==> config.mk <==
export PLATFORM = sky130hd
export DESIGN_NAME = graph_matrix_dfs_engine_top
export DESIGN_NICKNAME = d
export VERILOG_FILES = /design/src/rtl/core/gmdfs_pkg.sv /design/src/rtl/core/graph_matrix_dfs_engine_top.sv
export SDC_FILE = /design/constraint.sdc
export NUM_CORES = 2
export LEC_CHECK = 0
export BUFFER_PORTS_ARGS = -buffer_cell sky130_fd_sc_hd__buf_2
export CORE_ASPECT_RATIO = 0.8
export CORE_MARGIN = 1.5
export CORE_UTILIZATION = 40
export DETAILED_ROUTE_END_ITERATION = 6
export PLACE_DENSITY = 0.6
export SYNTH_ARGS = -nofsm -noshare
export SYNTH_HDL_FRONTEND = slang
export SYNTH_SLANG_ARGS = --single-unit
==> constraint.sdc <==
create_clock -name clk -period 7.1 [get_ports clk]
set_input_delay 1.42 -clock clk [delete_from_list [all_inputs] [get_ports clk]]
set_output_delay 1.42 -clock clk [all_outputs]
set_load 0.01 [all_outputs]
==> src/rtl/core/gmdfs_pkg.sv <==
// Shared types and constants for the graph adjacency-matrix search engine.
// Depends on nothing; every file of the block imports it.
`default_nettype none

package gmdfs_pkg;

	// Fixed field widths of the request and result channels.
	localparam int MODE_W  = 2;
	localparam int VID_W   = 5;
	localparam int VC_W    = 6;
	localparam int COUNT_W = 9;

	// Request operation codes.
	typedef enum logic [MODE_W-1:0] {
		MODE_INSERT = 2'd0,
		MODE_REMOVE = 2'd1,
		MODE_SEARCH = 2'd2,
		MODE_RSVD   = 2'd3
	} mode_t;

	// Result status codes.
	localparam logic STATUS_OK         = 1'b0;
	localparam logic STATUS_BAD_VERTEX = 1'b1;

	// Vertex count after reset.
	localparam logic [VC_W-1:0] VC_RESET = 6'd32;

endpackage

`default_nettype wire

==> src/rtl/core/graph_matrix_dfs_engine_top.sv <==
// Top level of the graph adjacency-matrix engine with depth-first search.
// Depends on gmdfs_pkg for field widths, operation codes and status codes.
`default_nettype none

// The block stores an undirected graph as a symmetric adjacency bit matrix
// and keeps a count of its edges. A request either inserts an edge, removes
// an edge, or runs a depth-first search from vertex_a. Insert and remove
// answer with one result that carries the status and the new edge count.
// A search answers with one result per visited vertex, in visiting order,
// with last set on the final one; unvisited neighbors are taken in
// ascending order. The block takes one request at a time: req_stall is
// high from the accepted request until its final result has been loaded
// into the output register, which can still be waiting on res_stall while
// the next request is accepted. An edge update that changes the graph goes
// through row read, row write with mirror read, mirror write and result.
// One that leaves the graph unchanged skips the mirror write, and a request
// with an invalid vertex or the unused operation goes straight to the
// result. A search spends one scan step on each vertex it visits, and a
// backtrack out of a vertex takes a scan step and then a pop step. This
// pace is set by the single read port of the adjacency row memory and of
// the walk stack: each step reads one row, and a backtrack first reads the
// stack and then the row of the uncovered vertex. The next candidate vertex
// comes from one shared find-first unit that isolates the lowest set bit of
// the unvisited neighbor mask with one wide add. The vertex count register
// is written through the cfg channel, which is always ready; it should only
// be written while no request is in flight. The adjacency rows come out of
// reset as empty through one valid bit per row, so no clearing pass is
// needed.

module graph_matrix_dfs_engine_top
	import gmdfs_pkg::*;
#(
	parameter int MAX_VERTICES = 32
) (
	input  wire logic                clk,
	input  wire logic                arst_n,

	input  wire logic                cfg_valid,
	output logic                     cfg_ready,
	input  wire logic [VC_W-1:0]     vertex_count,

	input  wire logic                req_valid,
	output logic                     req_stall,
	input  wire logic [MODE_W-1:0]   mode,
	input  wire logic [VID_W-1:0]    vertex_a,
	input  wire logic [VID_W-1:0]    vertex_b,

	output logic                     res_valid,
	input  wire logic                res_stall,
	output logic [VID_W-1:0]         visited_vertex,
	output logic                     status,
	output logic [COUNT_W-1:0]       edge_count,
	output logic                     last
);

	// Vertex index width, stack depth width, and the width used to compare
	// vertex ids against the active vertex count.
	localparam int VI_W    = (MAX_VERTICES > 1) ? $clog2(MAX_VERTICES) : 1;
	localparam int DEPTH_W = $clog2(MAX_VERTICES + 1);
	localparam int N_W     = (DEPTH_W > VC_W) ? DEPTH_W : VC_W;

	typedef enum logic [2:0] {
		S_IDLE,
		S_EUPD,
		S_EWR_B,
		S_RESP,
		S_SCAN,
		S_POP
	} state_t;

	state_t                   state_q;
	mode_t                    mode_q;
	logic [VC_W-1:0]          vc_q;
	logic [COUNT_W-1:0]       edges_q;
	logic [MAX_VERTICES-1:0]  visited_q;
	logic [DEPTH_W-1:0]       depth_q;
	logic [VI_W-1:0]          a_q;
	logic [VI_W-1:0]          b_q;
	logic [VI_W-1:0]          top_q;
	logic [VI_W-1:0]          pend_q;
	logic                     resp_status_q;

	logic                     res_valid_q;
	logic [VID_W-1:0]         res_vertex_q;
	logic                     res_status_q;
	logic [COUNT_W-1:0]       res_count_q;
	logic                     res_last_q;

	// Adjacency row memory with one valid bit per row; a row never written
	// since reset reads as empty.
	logic [MAX_VERTICES-1:0]  adj_mem [MAX_VERTICES];
	logic [MAX_VERTICES-1:0]  row_vld_q;
	logic [MAX_VERTICES-1:0]  rd_q;
	logic                     rd_vld_q;
	logic                     mem_we;
	logic [VI_W-1:0]          mem_waddr;
	logic [MAX_VERTICES-1:0]  mem_wdata;
	logic [VI_W-1:0]          mem_raddr;

	// Walk stack memory; entries are always written before they are read.
	logic [VI_W-1:0]          stk_mem [MAX_VERTICES];
	logic [VI_W-1:0]          stk_rd_q;
	logic                     stk_we;
	logic [VI_W-1:0]          stk_waddr;
	logic [VI_W-1:0]          stk_wdata;
	logic [VI_W-1:0]          stk_raddr;
	logic [DEPTH_W-1:0]       depth_m2;

	logic [N_W-1:0]           max_n;
	logic [N_W-1:0]           vc_n;
	logic [N_W-1:0]           act_n;
	logic [MAX_VERTICES-1:0]  allowed;
	logic                     a_in_ok;
	logic                     b_in_ok;
	logic [VI_W-1:0]          a_in;
	logic [MAX_VERTICES-1:0]  a_in_bit;

	logic [MAX_VERTICES-1:0]  row_eff;
	logic [MAX_VERTICES-1:0]  cand;
	logic [MAX_VERTICES-1:0]  iso;
	logic                     cand_nz;
	logic [VI_W-1:0]          ffs_idx;
	logic                     out_free;
	logic                     res_load;
	logic                     has_edge;
	logic                     do_change;

	assign cfg_ready      = 1'b1;
	assign req_stall      = (state_q != S_IDLE);
	assign res_valid      = res_valid_q;
	assign visited_vertex = res_vertex_q;
	assign status         = res_status_q;
	assign edge_count     = res_count_q;
	assign last           = res_last_q;

	// Active vertex count is the register clipped to the row count.
	always_comb begin
		max_n = N_W'(MAX_VERTICES);
		vc_n  = N_W'(vc_q);
		act_n = (vc_n > max_n) ? max_n : vc_n;
		for (int i = 0; i < MAX_VERTICES; i++) begin
			allowed[i] = (N_W'(i) < act_n);
		end
		a_in_ok  = (N_W'(vertex_a) < act_n);
		b_in_ok  = (N_W'(vertex_b) < act_n);
		a_in     = VI_W'(vertex_a);
		a_in_bit = MAX_VERTICES'(1) << a_in;
	end

	// Shared find-first unit: isolate the lowest unvisited neighbor, then
	// encode its position.
	always_comb begin
		row_eff = rd_vld_q ? rd_q : '0;
		cand    = row_eff & ~visited_q & allowed;
		iso     = cand & (~cand + MAX_VERTICES'(1));
		cand_nz = |cand;
		ffs_idx = '0;
		for (int i = 0; i < MAX_VERTICES; i++) begin
			if (iso[i]) begin
				ffs_idx = ffs_idx | VI_W'(i);
			end
		end
		out_free = !res_valid_q || !res_stall;
		// The output register takes a new result, once it is free, in the response
		// step and in every scan step that either finds a neighbor or ends the walk.
		res_load = out_free && ((state_q == S_RESP) ||
			(state_q == S_SCAN && (cand_nz || depth_q == DEPTH_W'(1))));
		has_edge = row_eff[b_q];
		if (mode_q == MODE_INSERT) begin
			do_change = (a_q != b_q) && !has_edge;
		end else begin
			do_change = has_edge;
		end
		depth_m2 = depth_q - DEPTH_W'(2);
	end

	// Row memory port control.
	always_comb begin
		mem_we    = 1'b0;
		mem_waddr = a_q;
		mem_wdata = row_eff ^ (MAX_VERTICES'(1) << b_q);
		if (state_q == S_EUPD && do_change) begin
			mem_we = 1'b1;
		end else if (state_q == S_EWR_B) begin
			mem_we    = 1'b1;
			mem_waddr = b_q;
			mem_wdata = row_eff ^ (MAX_VERTICES'(1) << a_q);
		end
		unique case (state_q)
			S_IDLE:  mem_raddr = a_in;
			S_EUPD:  mem_raddr = b_q;
			S_SCAN:  mem_raddr = (cand_nz && out_free) ? ffs_idx : top_q;
			S_POP:   mem_raddr = stk_rd_q;
			default: mem_raddr = top_q;
		endcase
	end

	// Stack port control: the start vertex is pushed on accept, each newly
	// visited vertex is pushed in the scan step.
	always_comb begin
		stk_we    = 1'b0;
		stk_waddr = '0;
		stk_wdata = a_in;
		if (state_q == S_IDLE && req_valid && mode_t'(mode) == MODE_SEARCH && a_in_ok) begin
			stk_we = 1'b1;
		end else if (state_q == S_SCAN && cand_nz && out_free) begin
			stk_we    = 1'b1;
			stk_waddr = depth_q[VI_W-1:0];
			stk_wdata = ffs_idx;
		end
		stk_raddr = depth_m2[VI_W-1:0];
	end

	always_ff @(posedge clk) begin
		if (mem_we) begin
			adj_mem[mem_waddr] <= mem_wdata;
		end
		rd_q <= adj_mem[mem_raddr];
	end

	always_ff @(posedge clk or negedge arst_n) begin
		if (!arst_n) begin
			row_vld_q <= '0;
			rd_vld_q  <= 1'b0;
		end else begin
			if (mem_we) begin
				row_vld_q[mem_waddr] <= 1'b1;
			end
			rd_vld_q <= row_vld_q[mem_raddr];
		end
	end

	always_ff @(posedge clk) begin
		if (stk_we) begin
			stk_mem[stk_waddr] <= stk_wdata;
		end
		stk_rd_q <= stk_mem[stk_raddr];
	end

	// Sequencer with the output register.
	always_ff @(posedge clk or negedge arst_n) begin
		if (!arst_n) begin
			state_q       <= S_IDLE;
			mode_q        <= MODE_INSERT;
			vc_q          <= VC_RESET;
			edges_q       <= '0;
			visited_q     <= '0;
			depth_q       <= '0;
			a_q           <= '0;
			b_q           <= '0;
			top_q         <= '0;
			pend_q        <= '0;
			resp_status_q <= STATUS_OK;
			res_valid_q   <= 1'b0;
			res_vertex_q  <= '0;
			res_status_q  <= STATUS_OK;
			res_count_q   <= '0;
			res_last_q    <= 1'b0;
		end else begin
			if (cfg_valid && cfg_ready) begin
				vc_q <= vertex_count;
			end
			if (res_load) begin
				res_valid_q <= 1'b1;
			end else if (res_valid_q && !res_stall) begin
				res_valid_q <= 1'b0;
			end
			unique case (state_q)
				S_IDLE: begin
					if (req_valid) begin
						a_q    <= a_in;
						b_q    <= VI_W'(vertex_b);
						mode_q <= mode_t'(mode);
						unique case (mode_t'(mode))
							MODE_INSERT, MODE_REMOVE: begin
								if (a_in_ok && b_in_ok) begin
									state_q <= S_EUPD;
								end else begin
									resp_status_q <= STATUS_BAD_VERTEX;
									state_q       <= S_RESP;
								end
							end
							MODE_SEARCH: begin
								if (a_in_ok) begin
									visited_q <= a_in_bit;
									depth_q   <= DEPTH_W'(1);
									top_q     <= a_in;
									pend_q    <= a_in;
									state_q   <= S_SCAN;
								end else begin
									visited_q     <= '0;
									depth_q       <= '0;
									resp_status_q <= STATUS_BAD_VERTEX;
									state_q       <= S_RESP;
								end
							end
							MODE_RSVD: begin
								resp_status_q <= STATUS_OK;
								state_q       <= S_RESP;
							end
						endcase
					end
				end
				S_EUPD: begin
					resp_status_q <= STATUS_OK;
					state_q       <= do_change ? S_EWR_B : S_RESP;
				end
				S_EWR_B: begin
					if (mode_q == MODE_INSERT) begin
						edges_q <= edges_q + COUNT_W'(1);
					end else begin
						edges_q <= edges_q - COUNT_W'(1);
					end
					state_q <= S_RESP;
				end
				S_RESP: begin
					if (out_free) begin
						res_vertex_q <= '0;
						res_status_q <= resp_status_q;
						res_count_q  <= edges_q;
						res_last_q   <= 1'b1;
						state_q      <= S_IDLE;
					end
				end
				S_SCAN: begin
					if (cand_nz) begin
						// The held visit is emitted once the next one is known.
						if (out_free) begin
							res_vertex_q <= VID_W'(pend_q);
							res_status_q <= STATUS_OK;
							res_count_q  <= edges_q;
							res_last_q   <= 1'b0;
							pend_q       <= ffs_idx;
							top_q        <= ffs_idx;
							visited_q    <= visited_q | iso;
							depth_q      <= depth_q + DEPTH_W'(1);
						end
					end else if (depth_q == DEPTH_W'(1)) begin
						// Walk is over: the held visit is the final result.
						if (out_free) begin
							res_vertex_q <= VID_W'(pend_q);
							res_status_q <= STATUS_OK;
							res_count_q  <= edges_q;
							res_last_q   <= 1'b1;
							depth_q      <= '0;
							state_q      <= S_IDLE;
						end
					end else begin
						depth_q <= depth_q - DEPTH_W'(1);
						state_q <= S_POP;
					end
				end
				S_POP: begin
					top_q   <= stk_rd_q;
					state_q <= S_SCAN;
				end
			endcase
		end
	end

endmodule

`default_nettype wire

==> results.rst <==
.. list-table::
   :header-rows: 1

   * - Metric
     - Value
   * - Vertical die dimension
     - 342 microns
   * - Simple-gate share of the synthesized area
     - 13.2%
   * - Number of cells on the worst reg-to-reg path
     - 13
   * - First-pass GRT wire length
     - 258000 microns
   * - Area share of xor/xnor cells in the synthesized design
     - 0.775%
   * - Classification of the worst setup path
     - reg -> reg
   * - Combinational family with the most area after synthesis
     - simple AND/OR/NAND/NOR gates
   * - Required time of the critical path
     - 7.72 ns
   * - Critical path's top delay family
     - simple AND/OR/NAND/NOR gates
   * - Fraction of synthesis flops using an asynchronous set or reset pin
     - 9.56%
   * - Classification of the worst-slack hold path
     - reg -> reg
   * - Ranking of synthesized cells by area
     - sky130_fd_sc_hd__edfxtp_1 62%, sky130_fd_sc_hd__dfrtp_1 5.6%, sky130_fd_sc_hd__nand2_1 5.0%, sky130_fd_sc_hd__nand3_1 4.0%, sky130_fd_sc_hd__mux4_2 2.3%
   * - Count of flip-flops with a built-in enable after synthesis
     - 1184
   * - Final Cycle Share
     - 85.8%
   * - Adder-cell area share of the yosys netlist
     - 0.491%
   * - Layout overhead on the synthesized area
     - 13.7%
   * - Critical path data arrival time
     - 6.72 ns
   * - Count of buffers added by post-CTS timing repair for setup
     - 0
   * - Mapped cell area
     - 57600 sq um
   * - Main synth FF type
     - sky130_fd_sc_hd__edfxtp_1
   * - Unique masters post-synth
     - 107
   * - Final setup violation count
     - 0
   * - 1st-pass router iterations
     - 6
   * - Master cell of the clock root buffer
     - sky130_fd_sc_hd__clkbuf_16
   * - Biggest area consumer among synthesized cells
     - sky130_fd_sc_hd__edfxtp_1
   * - Post-Route Hold Slack
     - 0.466 ns
   * - Post-synth top area share
     - 61.7%
   * - Post-Synthesis Cells
     - 4338
   * - Maximum number of pins on one net before global-route repair
     - 84
   * - Peak fanout along the critical path
     - 26
   * - CTS H-Tree Depth
     - 4
   * - Synthesized-area fraction occupied by ao, oa, aoi and oai cells
     - 9.54%
   * - Final hold violations
     - 0
   * - Standard cell core area
     - 143000 sq um
   * - Placed wire-length estimate after detailed placement
     - 109000 microns
   * - Top-Level Pins
     - 42
   * - Avg Inst Size Synth
     - 13.3 sq um
   * - Multiplexer share of the synthesized area
     - 4.79%
   * - Setup TNS after final layout
     - 0 ns
   * - Largest stage delay, worst path
     - 1.05 ns
   * - Commonest cells after routing, fill and taps aside
     - 1184 x sky130_fd_sc_hd__edfxtp_1, 773 x sky130_fd_sc_hd__nand2_1, 458 x sky130_fd_sc_hd__nand3_1
   * - Total Die Area
     - 146000 sq um
   * - Weighted congestion at the end of routability-driven global placement
     - 0.921
   * - Final #Nets
     - 4402
   * - Vias in the first global route
     - 36532
   * - Fraction of layout instances using a drive strength above 1
     - 15.7%
   * - Post-detailed-route DRC marker count
     - 0
   * - CP bufs+invs
     - 2
   * - Width of the die
     - 427 microns
   * - Register clock-pin slew on the reported worst setup and hold paths
     - 0.06 ns
   * - CTS-repair resized insts
     - 0
   * - Cell type of the slowest stage on the worst timing path
     - sky130_fd_sc_hd__dfrtp_1
   * - Worst r2r src
     - rd_vld_q
   * - Number of sinks driven by the clock tree
     - 1350
   * - Synth Register Bits
     - 1350
   * - Reg2Reg Setup Slack
     - 1.01 ns
   * - Number of pins with negative max-slew slack in the final report
     - 0
   * - Worst Min Path Start
     - row_vld_q[26]
   * - Min cycle time layout
     - 6.09 ns
   * - Count of hold-fix buffers inserted at cts
     - 0
   * - Standard-cell rows
     - 124
   * - Aggregate global-route resource usage
     - 24.0%
   * - Critical path depth
     - 13
   * - Element type at the critical path start
     - register
   * - 1st-iter DRT viols
     - 5074
   * - Buffers added on ports
     - 40
   * - Syn_nets
     - 4383
   * - Worst setup path endpoint
     - rd_q[23]
   * - Final Routed Wirelength
     - 178000 microns
   * - Crit-path cells
     - o21ai_1, a31oi_1, nor2b_1, o21ai_0, a41oi_2, nor3_1, a31oi_1, nor2_4, buf_4, buf_4, a31oi_1, nand4_1, nand4_1
   * - Launching element of the worst setup path
     - rd_vld_q
   * - Number of maximum-capacitance constraint violations
     - 0
   * - Final-layout fill cell count
     - 12426
   * - Upper clock frequency limit
     - 164 MHz
   * - Initial antenna violation count
     - 4
   * - Most frequent CP cell
     - sky130_fd_sc_hd__a31oi_1
   * - Routed vias/inst
     - 6.06
   * - Antenna violation net count after detailed routing
     - 0
   * - CTS max path bufs
     - 3
   * - Sequential share of the synthesized area
     - 68.6%
   * - Capturing element type of the critical path
     - register
   * - Slew of the pin with the lowest slew margin
     - 1.37 ns
   * - Max-slew headroom at the worst pin
     - 8.65%
   * - TritonCTS clock tree
     - yes
   * - Destination of the worst register-to-register timing path
     - rd_q[23]
   * - Unrepaired setup endpoints after global routing
     - false
   * - Average wire length per cell after detail routing
     - 27.9 microns
   * - Most common cell after layout, fill and taps aside
     - sky130_fd_sc_hd__edfxtp_1
   * - Number of buffers inserted during clock tree synthesis
     - 140
   * - Clock Skews
     - 0.0278 ns
   * - Starting utilization of the core area
     - 40.3%
   * - Clock latency on the worst-skew pair
     - 0.78 ns
   * - Outcome
     - finished, final reports clean
   * - Remaining global-route overflow
     - 0
   * - Number of warnings issued by yosys
     - 0
   * - Via count
     - 38599
## layer usage
| metal | wire length, microns | track usage, % |
|---|---|---|
| met1 | 79300 | 36.3 |
| met4 | 5300 | 7.64 |
| met2 | 75000 | 33.9 |
| met3 | 18100 | 5.82 |
| met5 | 0 | 0 |
## cell type report
cell class | count | area, sq um | share of cell area (%)
inverters | 22 | 82.6 | 0.126
multi-input cells | 2656 | 17300 | 26.5
well taps | 1890 | 2360 | 3.61
clock buffers | 185 | 3870 | 5.90
diodes | 2 | 5.00 | 0.00764
repair buffers | 187 | 1510 | 2.31
clock inverters | 77 | 818 | 1.25
flip-flops and latches | 1350 | 39500 | 60.3
## worst reg2reg max path: cells and delay by family (launching register included)
family,cells,cell delay [ns]
and+or+nand+nor,5,2.45
AOI/OAI and AO/OA,6,1.96
DFF,1,1.05
buffers and inverters,2,0.49
## synthesized netlist by cell type, drive strengths merged, types with 11 or more instances
master / instances
mux2: 36
nor2b: 21
dfxtp: 37
o22ai: 34
edfxtp: 1184
a211oi: 14
nand4: 72
a22oi: 47
clkbuf: 168
a31oi: 109
nand3: 459
a31o: 34
inv: 22
or3: 16
a21oi: 73
nor3: 39
a22o: 23
nand2: 774
buf: 142
a32oi: 103
xor2: 21
or2: 41
mux2i: 100
a221oi: 106
o21ai: 127
mux4: 60
xnor2: 30
nand2b: 26
nor2: 127
a21o: 11
dfrtp: 128
ha: 21
## metrics by stage
step / cells / util (%) / setup slack (ns) / instance area (sq um)
after floorplan: 4338 / - / 2.23 / 57600
after global placement: 6105 / 42.6 / 1.24 / 60800
after detailed placement: 6105 / 42.6 / 1.13 / 60800
after CTS: 6367 / 45.8 / 1.11 / 65500
after global routing: 6367 / 45.8 / 0.641 / 65500
final: 6369 / 45.9 / 1.01 / 65500
## worst min-delay path by stage
stage                          endpoint  depth (start not counted)
after detailed placement  row_vld_q[23]                          1
after CTS                 row_vld_q[26]                          1
final                     row_vld_q[26]                          1
after floorplan           row_vld_q[10]                          1
after global routing      row_vld_q[21]                          1
after global placement    row_vld_q[21]                          1
## flip-flops by register name, indices dropped and copies added, names as in the netlist, 6 cells and up
| name | cells |
|---|---|
| adj_mem | 1024 |
| stk_mem | 160 |
| rd_q | 32 |
| row_vld_q | 32 |
| visited_q | 32 |
| edge_count | 9 |
| edges_q | 9 |
| depth_q | 6 |
| vc_n | 6 |
## cells by family (layout without fill, tap and decap cells)
family                   after synthesis  count (layout)
AND/OR/NAND/NOR                     1645            1645
buffers and inverters                332             471
XOR/XNOR                              51              51
flip-flops                          1350            1350
AO/OA/AOI/OAI                        741             741
other                                  1               3
adder cells (fa/ha/maj)               22              22
multiplexers                         196             196
Power is left out: the tool's default activity adds up to more than one toggle a clock period on the data nets, which glitch-free logic cannot reach.
